### config.mk
export PLATFORM = sky130hd
export DESIGN_NAME = numeric_literal_parser
export DESIGN_NICKNAME = d
export VERILOG_FILES = /design/src/nlp_pkg.sv /design/src/numeric_literal_parser.sv
export VERILOG_INCLUDE_DIRS = /design/src /design/src/src
export SDC_FILE = /design/constraint.sdc
export NUM_CORES = 1
export LEC_CHECK = 0
export ABC_AREA = 1
export CAP_MARGIN = 20
export CORE_ASPECT_RATIO = 1.4
export CORE_UTILIZATION = 45
export CTS_BUF_LIST = sky130_fd_sc_hd__clkbuf_8
export CTS_CLUSTER_SIZE = 10
export DETAILED_ROUTE_END_ITERATION = 10
export DONT_BUFFER_PORTS = 1
export PLACE_DENSITY = 0.7
export SLEW_MARGIN = 25
export SYNTH_ARGS = -nofsm -noshare
export SYNTH_HDL_FRONTEND = slang
export SYNTH_SLANG_ARGS = --single-unit
### constraint.sdc
create_clock -name clock -period 5.3 [get_ports clock]
set_input_delay 0.53 -clock clock [delete_from_list [all_inputs] [get_ports clock]]
set_output_delay 0.53 -clock clock [all_outputs]
set_load 0.1 [all_outputs]
### src/numeric_literal_parser_defines.svh
// Assertion macros shared by the numeric literal parser RTL.
// Depends on nothing; the including module must have clock and reset signals.
`ifndef NUMERIC_LITERAL_PARSER_DEFINES_SVH
`define NUMERIC_LITERAL_PARSER_DEFINES_SVH

// Check a property on every rising clock edge, skipped while reset is high.
`define NLP_ASSERT(label, prop, msg) \
   label: assert property (@(posedge clock) disable iff (reset) (prop)) else $error(msg);

// Check that a condition holds in the cycle after a trigger.
`define NLP_ASSERT_NEXT(label, trig, cons, msg) \
   `NLP_ASSERT(label, (trig) |=> (cons), msg)

`endif

### src/nlp_pkg.sv
// Package for the numeric literal parser: radix codes, character codes,
// sizes and the character-to-digit mapping. Depends on nothing.
package nlp_pkg;

   localparam int DefaultValueWidth = 64;
   localparam int FracWidth         = 6;
   localparam int PosWidth          = 2;

   localparam logic [FracWidth-1:0] FracMax = '1;
   localparam logic [PosWidth-1:0]  PosMax  = '1;

   typedef enum logic [1:0] {
      RADIX_DEC = 2'd0,
      RADIX_HEX = 2'd1,
      RADIX_OCT = 2'd2,
      RADIX_BIN = 2'd3
   } radix_type;

   localparam logic [7:0] CharMinus  = 8'h2D;  // '-'
   localparam logic [7:0] CharPoint  = 8'h2E;  // '.'
   localparam logic [7:0] CharZero   = 8'h30;  // '0'
   localparam logic [7:0] CharNine   = 8'h39;  // '9'
   localparam logic [7:0] CharUpA    = 8'h41;  // 'A'
   localparam logic [7:0] CharUpB    = 8'h42;  // 'B'
   localparam logic [7:0] CharUpF    = 8'h46;  // 'F'
   localparam logic [7:0] CharUpX    = 8'h58;  // 'X'
   localparam logic [7:0] CharLowA   = 8'h61;  // 'a'
   localparam logic [7:0] CharLowB   = 8'h62;  // 'b'
   localparam logic [7:0] CharLowF   = 8'h66;  // 'f'
   localparam logic [7:0] CharLowX   = 8'h78;  // 'x'

   // Map a character to its digit value; anything not 0-9, a-f, A-F is 0.
   function automatic logic [3:0] digit_of(input logic [7:0] code);
      logic [7:0] diff;
      begin
         diff = 8'd0;
         if (code >= CharZero && code <= CharNine) begin
            diff = code - CharZero;
         end else if (code >= CharLowA && code <= CharLowF) begin
            diff = code - CharLowA + 8'd10;
         end else if (code >= CharUpA && code <= CharUpF) begin
            diff = code - CharUpA + 8'd10;
         end
         return diff[3:0];
      end
   endfunction

endpackage

### src/numeric_literal_parser.sv
// Numeric literal parser top level: character stream in, one parsed number out.
// Depends on nlp_pkg and numeric_literal_parser_defines.svh.
//
// Usage
//   req_ channel: one character per transfer (req_char_code) with req_last_char
//     set on the final character of a literal. A leading '-' sets the sign;
//     0x/0X selects hex, 0b/0B binary, a lone leading 0 octal, else decimal.
//     A '.' after the first stripped character that is followed by another
//     character turns the literal into a float, read in decimal throughout.
//   rsp_ channel: one transfer per literal, produced by its last character.
//     rsp_value is the signed integer wrapped to VALUE_WIDTH bits, or the
//     unsigned decimal mantissa for a float with rsp_fraction_digits as scale.
// Timing
//   Each character updates the parse state in the cycle it is transferred; the
//   result register is loaded on the same edge, so rsp_valid rises in the cycle
//   after the last character. One character per cycle while req_ready is high,
//   set by the single shift-and-add step between the state and result registers.
// Reset and stall
//   Reset clears the parse state and empties the result register. While a
//   result waits on rsp_ready low, req_ready drops; a result taken in the same
//   cycle frees the register, so no bubble appears.
module numeric_literal_parser #(
   parameter int VALUE_WIDTH = nlp_pkg::DefaultValueWidth
) (
   input  logic                           clock,
   input  logic                           reset,
   input  logic                           req_valid,
   output logic                           req_ready,
   input  logic [7:0]                     req_char_code,
   input  logic                           req_last_char,
   output logic                           rsp_valid,
   input  logic                           rsp_ready,
   output logic [VALUE_WIDTH-1:0]         rsp_value,
   output logic                           rsp_is_float,
   output logic                           rsp_negative,
   output logic [nlp_pkg::FracWidth-1:0]  rsp_fraction_digits
);
   import nlp_pkg::*;

   `include "numeric_literal_parser_defines.svh"

   // Parse state
   logic [PosWidth-1:0]    pos_ff, pos_in;
   logic                   minus_ff, minus_in;
   radix_type              kind_ff, kind_in;
   logic [VALUE_WIDTH-1:0] dec_acc_ff, dec_acc_in;
   logic [VALUE_WIDTH-1:0] rad_acc_ff, rad_acc_in;
   logic [FracWidth-1:0]   frac_ff, frac_in;
   logic                   point_ff, point_in;
   logic                   float_ff, float_in;
   logic                   prev_point_ff, prev_point_in;

   // Result register
   logic                   rsp_valid_ff;
   logic [VALUE_WIDTH-1:0] rsp_value_ff, rsp_value_in;
   logic                   rsp_float_ff;
   logic                   rsp_neg_ff;
   logic [FracWidth-1:0]   rsp_frac_ff, rsp_frac_in;

   logic                   req_xfer;
   logic [PosWidth-1:0]    idx;
   logic [VALUE_WIDTH-1:0] digit_ext;
   logic [VALUE_WIDTH-1:0] dec_times_ten;
   logic [VALUE_WIDTH-1:0] rad_times_ten;
   logic [VALUE_WIDTH-1:0] rad_scaled;

   // Assertion helpers
   logic                   last_xfer;
   logic                   state_idle;
   logic                   rsp_int;

   // Take a character whenever the result register is free or being drained.
   assign req_ready = !rsp_valid_ff || rsp_ready;
   assign req_xfer  = req_valid && req_ready;

   assign digit_ext     = {{(VALUE_WIDTH-4){1'b0}}, digit_of(req_char_code)};
   assign dec_times_ten = (dec_acc_ff << 3) + (dec_acc_ff << 1);
   assign rad_times_ten = (rad_acc_ff << 3) + (rad_acc_ff << 1);
   // Position of the character after the sign is stripped.
   assign idx           = pos_ff - {{(PosWidth-1){1'b0}}, minus_ff};

   always_comb begin
      case (kind_ff)
         RADIX_HEX: rad_scaled = rad_acc_ff << 4;
         RADIX_OCT: rad_scaled = rad_acc_ff << 3;
         RADIX_BIN: rad_scaled = rad_acc_ff << 1;
         default:   rad_scaled = rad_times_ten;
      endcase
   end

   // Next parse state for the character on the request port.
   always_comb begin
      pos_in        = pos_ff;
      minus_in      = minus_ff;
      kind_in       = kind_ff;
      dec_acc_in    = dec_acc_ff;
      rad_acc_in    = rad_acc_ff;
      frac_in       = frac_ff;
      point_in      = point_ff;
      float_in      = float_ff;
      prev_point_in = prev_point_ff;

      if (pos_ff == '0 && req_char_code == CharMinus) begin
         minus_in = 1'b1;
      end else begin
         // A point after the first stripped character, followed by any character, marks a float.
         if (prev_point_ff) begin
            float_in = 1'b1;
         end
         if (req_char_code == CharPoint) begin
            point_in      = 1'b1;
            frac_in       = '0;
            prev_point_in = (idx != '0);
         end else begin
            prev_point_in = 1'b0;
            dec_acc_in    = dec_times_ten + digit_ext;
            if (point_ff && frac_ff != FracMax) begin
               frac_in = frac_ff + 1'b1;
            end
            if (idx == '0) begin
               if (req_char_code == CharZero) begin
                  kind_in = RADIX_OCT;
               end else begin
                  rad_acc_in = rad_times_ten + digit_ext;
               end
            end else if (idx == PosWidth'(1) && kind_ff == RADIX_OCT &&
                         (req_char_code == CharLowX || req_char_code == CharUpX)) begin
               kind_in = RADIX_HEX;
            end else if (idx == PosWidth'(1) && kind_ff == RADIX_OCT &&
                         (req_char_code == CharLowB || req_char_code == CharUpB)) begin
               kind_in = RADIX_BIN;
            end else begin
               rad_acc_in = rad_scaled + digit_ext;
            end
         end
      end

      if (pos_ff != PosMax) begin
         pos_in = pos_ff + 1'b1;
      end
   end

   // Result payload from the state that includes the last character.
   always_comb begin
      if (float_in) begin
         rsp_value_in = dec_acc_in;
         rsp_frac_in  = frac_in;
      end else begin
         rsp_value_in = minus_in ? ('0 - rad_acc_in) : rad_acc_in;
         rsp_frac_in  = '0;
      end
   end

   // Advance the parse state; drop it back to reset after the last character.
   always_ff @(posedge clock) begin
      if (reset || (req_xfer && req_last_char)) begin
         pos_ff        <= '0;
         minus_ff      <= 1'b0;
         kind_ff       <= RADIX_DEC;
         dec_acc_ff    <= '0;
         rad_acc_ff    <= '0;
         frac_ff       <= '0;
         point_ff      <= 1'b0;
         float_ff      <= 1'b0;
         prev_point_ff <= 1'b0;
      end else if (req_xfer) begin
         pos_ff        <= pos_in;
         minus_ff      <= minus_in;
         kind_ff       <= kind_in;
         dec_acc_ff    <= dec_acc_in;
         rad_acc_ff    <= rad_acc_in;
         frac_ff       <= frac_in;
         point_ff      <= point_in;
         float_ff      <= float_in;
         prev_point_ff <= prev_point_in;
      end
   end

   // Result valid: load on the last character, clear once taken.
   always_ff @(posedge clock) begin
      if (reset) begin
         rsp_valid_ff <= 1'b0;
      end else if (req_xfer && req_last_char) begin
         rsp_valid_ff <= 1'b1;
      end else if (rsp_ready) begin
         rsp_valid_ff <= 1'b0;
      end
   end

   // Result payload: hold until replaced by the next literal.
   always_ff @(posedge clock) begin
      if (req_xfer && req_last_char) begin
         rsp_value_ff <= rsp_value_in;
         rsp_float_ff <= float_in;
         rsp_neg_ff   <= minus_in;
         rsp_frac_ff  <= rsp_frac_in;
      end
   end

   assign rsp_valid           = rsp_valid_ff;
   assign rsp_value           = rsp_value_ff;
   assign rsp_is_float        = rsp_float_ff;
   assign rsp_negative        = rsp_neg_ff;
   assign rsp_fraction_digits = rsp_frac_ff;

   assign last_xfer  = req_xfer && req_last_char;
   assign state_idle = pos_ff == '0 && !minus_ff && !float_ff && !point_ff &&
                       dec_acc_ff == '0 && rad_acc_ff == '0;
   assign rsp_int    = rsp_valid_ff && !rsp_float_ff;

   `NLP_ASSERT_NEXT(a_last_gives_result, last_xfer, rsp_valid_ff, "no result after last character")
   `NLP_ASSERT_NEXT(a_last_clears_state, last_xfer, state_idle, "parse state not cleared")
   `NLP_ASSERT_NEXT(a_no_spurious_result, !last_xfer && !rsp_valid_ff, !rsp_valid_ff, "stray result")
   `NLP_ASSERT(a_int_has_no_scale, rsp_int |-> rsp_frac_ff == '0, "integer result with a scale")

endmodule
==> results by group <==
Global routing
  • Gr busiest metal: met2
  • GR Util met2: 65.1%
  • Met3 Track Usage GR: 5.95%
  • Vias in the first global route: 34500
  • First-pass GRT wire length: 202000 um
  • Total GRT Usage: 38.3%
  • Met1 Usage GRT: 43.3%
  • Largest net degree at the start of global routing: 146
  • Grt total ovfl: 0
  • Antenna violations before repair: 4

Run
  • Max-cap viol count: 0

Timing
  • Worst Setup Slack, final: 0.217 ns
  • RSZ-0062 raised after global routing: yes
  • Slew Viols, Final: 0
  • Period utilization: 95.9%
  • Slew @ Worst Pin: 1.15 ns
  • Setup Skew: 0.0465 ns
  • Final hold vios: 0
  • Rel. slew slack: 23.8%
  • # setup viols final: 0
  • Minimum clock period: 5.08 ns
  • F_max: 197 MHz

Worst setup path
  • Largest delay share family, worst path: simple AND/OR/NAND/NOR gates
  • Worst reg2reg startpoint: rad_acc_ff[0]
  • Most used cell along the critical path: nand2_1
  • Startpoint Class: flip-flop
  • Worst Reg-to-Reg Cells: 34
  • Stages on worst setup path: 34
  • Stage delay of the slowest cell on the critical path: 0.38 ns
  • Kind of critical path: flip-flop to flip-flop
  • Critical Path RT: 5.61 ns
  • CP endpoint kind: flip-flop
  • CP max stage cell: fa_1
  • CP Data Arrival Time: 5.39 ns
  • R2r endpoint: rsp_value[44]
  • CP bufs+invs: 6
  • FF-to-FF setup slack: 0.22 ns
  • Critical Path Fanout Max: 5

Synthesis
  • Post-synth EDFFs: 72
  • Top_reg_cell synth: dfxtp_1
  • Synth area leader: nand2_1
  • Largest family of logic cells by synthesized area: simple AND/OR/NAND/NOR gates
  • Yosys reg bits: 215
  • Seq/Total Area, Yosys: 16.3%
  • Synth cell count leaders: nand2_1, inv_1, nor2_1, nand3_1, a21oi_1
  • Mux cell area share after synthesis: 0.877%
  • Synth cell types: 64
  • Syn_nets: 5607
  • Synth Area per Inst: 5.71 sq um
  • Synth Instances: 5392
  • Synth Area in Compound Gates: 15.2%
  • Yosys warns: 0
  • Synth Area in XOR/XNOR: 2.70%
  • Synth Area in Adders: 8.32%
  • Synth area leaders: nand2_1, inv_1, dfxtp_1
  • Cell area after technology mapping: 30800 sq um
  • Synth top area share: 19.8%
  • Most frequent cell after synthesis: nand2_1
  • Synth Area in Simple Gates: 44.1%
  • Async S/R FF share, synth: 0%

Power and ir drop
  • Power Density: 228 nW/um^2
  • VDD IR max: 0.162 mV
  • Static Leak: 18.2 nW

Finish
  • Area grow syn2layout: 15.5%
  • Fraction of layout cells with a size suffix above 1: 15.6%
  • Design Area, Final: 35600 sq um
  • Multi-input combinational cell area: 22300 sq um
  • Fill cells: 7289
  • # nets final: 5918
  • Register Area: 5030 sq um

Routing
  • DRC viols: 0
  • Drt initial violations: 3005
  • Post-Route WL: 137000 um
  • Via density per instance: 5.61
  • Detail Route Antenna Nets: 0
  • DRT Pass-1 Iters: 6
  • DR WL/cell: 20.8 um
  • Via count: 37000

Floorplan
  • Chip height: 312 um
  • Core area: 67700 sq um
  • Die area: 69500 sq um
  • I/O Pins: 87
  • Row count: 113
  • Starting density of the core: 45.5%
  • Die W: 223 um

Clock network
  • H-tree depth: 2
  • Clock sinks: 215
  • Num CTS Buffers: 37
  • Clock Tree Buf Depth: 3
  • Clock root cell: clkbuf_8
  • CTS clk-pin slew, worst paths: 0.08 ns
  • Skew-Pair Late Insertion Delay: 0.62 ns
  • CTS tree: done

Place
  • Placement Cell Area: 34400 sq um
  • GPL Wtd Cong: 1.08
  • Dpl hpwl: 112000 um
  • Input/output buffers: 0
  • Place WS: -0.716 ns

Status
  • Outcome: completed

Worst hold path
  • Min-Delay Path Class: input pin to flip-flop
  • Hold Path Stages: 3
  • Hold Path Sink: rsp_valid
  • Min-delay src: reset
final cells by class:
class / instances / area share (%)
repair buffers: 412 / 9.05
diodes: 2 / 0.0141
multi-input cells: 4184 / 62.5
flip-flops and latches: 215 / 14.1
clock buffers: 48 / 1.86
inverters: 853 / 9.01
clock inverters: 20 / 0.401
well taps: 862 / 3.03
stage by stage:
step / hold slack, ns / total power [mW] / std cells / TNS [ns] / util [%]
4_1_cts: 0.0651 / 7.98 / 6582 / 0 / 52.0
2_1_floorplan: 0.439 / 4.60 / 5392 / 0 / -
3_3_place_gp: 0.468 / 6.24 / 6514 / -7.24 / 50.8
5_1_grt: 0.103 / 8.54 / 6595 / -0.296 / 52.6
6_report: 0.0829 / 8.13 / 6596 / 0 / 52.6
3_5_place_dp: 0.469 / 6.26 / 6514 / -9.51 / 50.8
worst min-delay path, cell delays in order:
cell and delay, ns:
inv_1 0.03, nand2_1 0.05, inv_1 0.03
routing by layer:
metal,up-vias,wire [um]
li1,18200,-
met1,17000,51300
met2,1482,64000
met3,419,9990
met4,4,11800
met5,-,28
cells by family (layout without fill, tap and decap cells):
logic type | Yosys count | in the layout
XOR/XNOR | 95 | 95
AO/OA/AOI/OAI | 843 | 843
adder cells (fa/ha/maj) | 202 | 202
other | 0 | 2
flip-flops | 215 | 215
AND/OR/NAND/NOR | 3017 | 3017
buffers and inverters | 993 | 1333
multiplexers | 27 | 27
layout by cell type (no fill, tap or decap), drive strengths merged, types with 7 or more instances in the layout:
master,count
a21oi,349
a31oi,28
and2,8
buf,412
clkbuf,48
clkinv,20
dfxtp,143
edfxtp,72
ha,197
inv,848
mux2i,27
nand2,1754
nand3,500
nand3b,22
nand4,99
nor2,557
nor3,46
nor4,11
o211ai,16
o21a,7
o21ai,310
o21bai,14
o221ai,41
o22ai,58
or2,14
xnor2,51
xor2,44
registers in the layout, indices dropped and copies added (netlist names):
| name | count |
|---|---|
| minus_ff | 1 |
| kind_ff | 2 |
| rsp_fraction_digits | 6 |
| frac_ff | 6 |
| rsp_value | 64 |
| prev_point_ff | 1 |
| rsp_valid | 1 |
| rsp_negative | 1 |
| point_ff | 1 |
| dec_acc_ff | 64 |
| rad_acc_ff | 64 |
| pos_ff | 2 |
| rsp_is_float | 1 |
| float_ff | 1 |
worst max-delay path by stage:
| stage | slack [ns] | end | startpoint |
|---|---|---|---|
| final | 0.22 | rsp_value[44] | rad_acc_ff[0] |
| after global routing | -0.04 | rsp_value[46] | req_char_code[1] |
| after CTS | 0.05 | rsp_value[60] | req_char_code[1] |
| after detailed placement | -0.72 | dec_acc_ff[52] | req_char_code[1] |
| after global placement | -0.70 | dec_acc_ff[52] | req_char_code[1] |
| after floorplan | 0.21 | rsp_value[41] | req_char_code[1] |
what timing repair did:
action                                  in CTS  in global routing
endpoints found under the setup margin       3                 45
gates resized for setup                      3                 95
pin swaps                                    0                 17
hold endpoints to repair                     0                  0
buffers inserted                             0                 10
hold buffers                                 0                  0
report_power, final:
group          switching [mW]  leakage, nW  internal (mW)  total, mW
Sequential              0.505         1.87           1.87       2.38
Clock                   0.813        0.434          0.913       1.73
Combinational            2.63         15.9           1.39       4.03
Note: power is estimated with default switching activity, not from simulation.
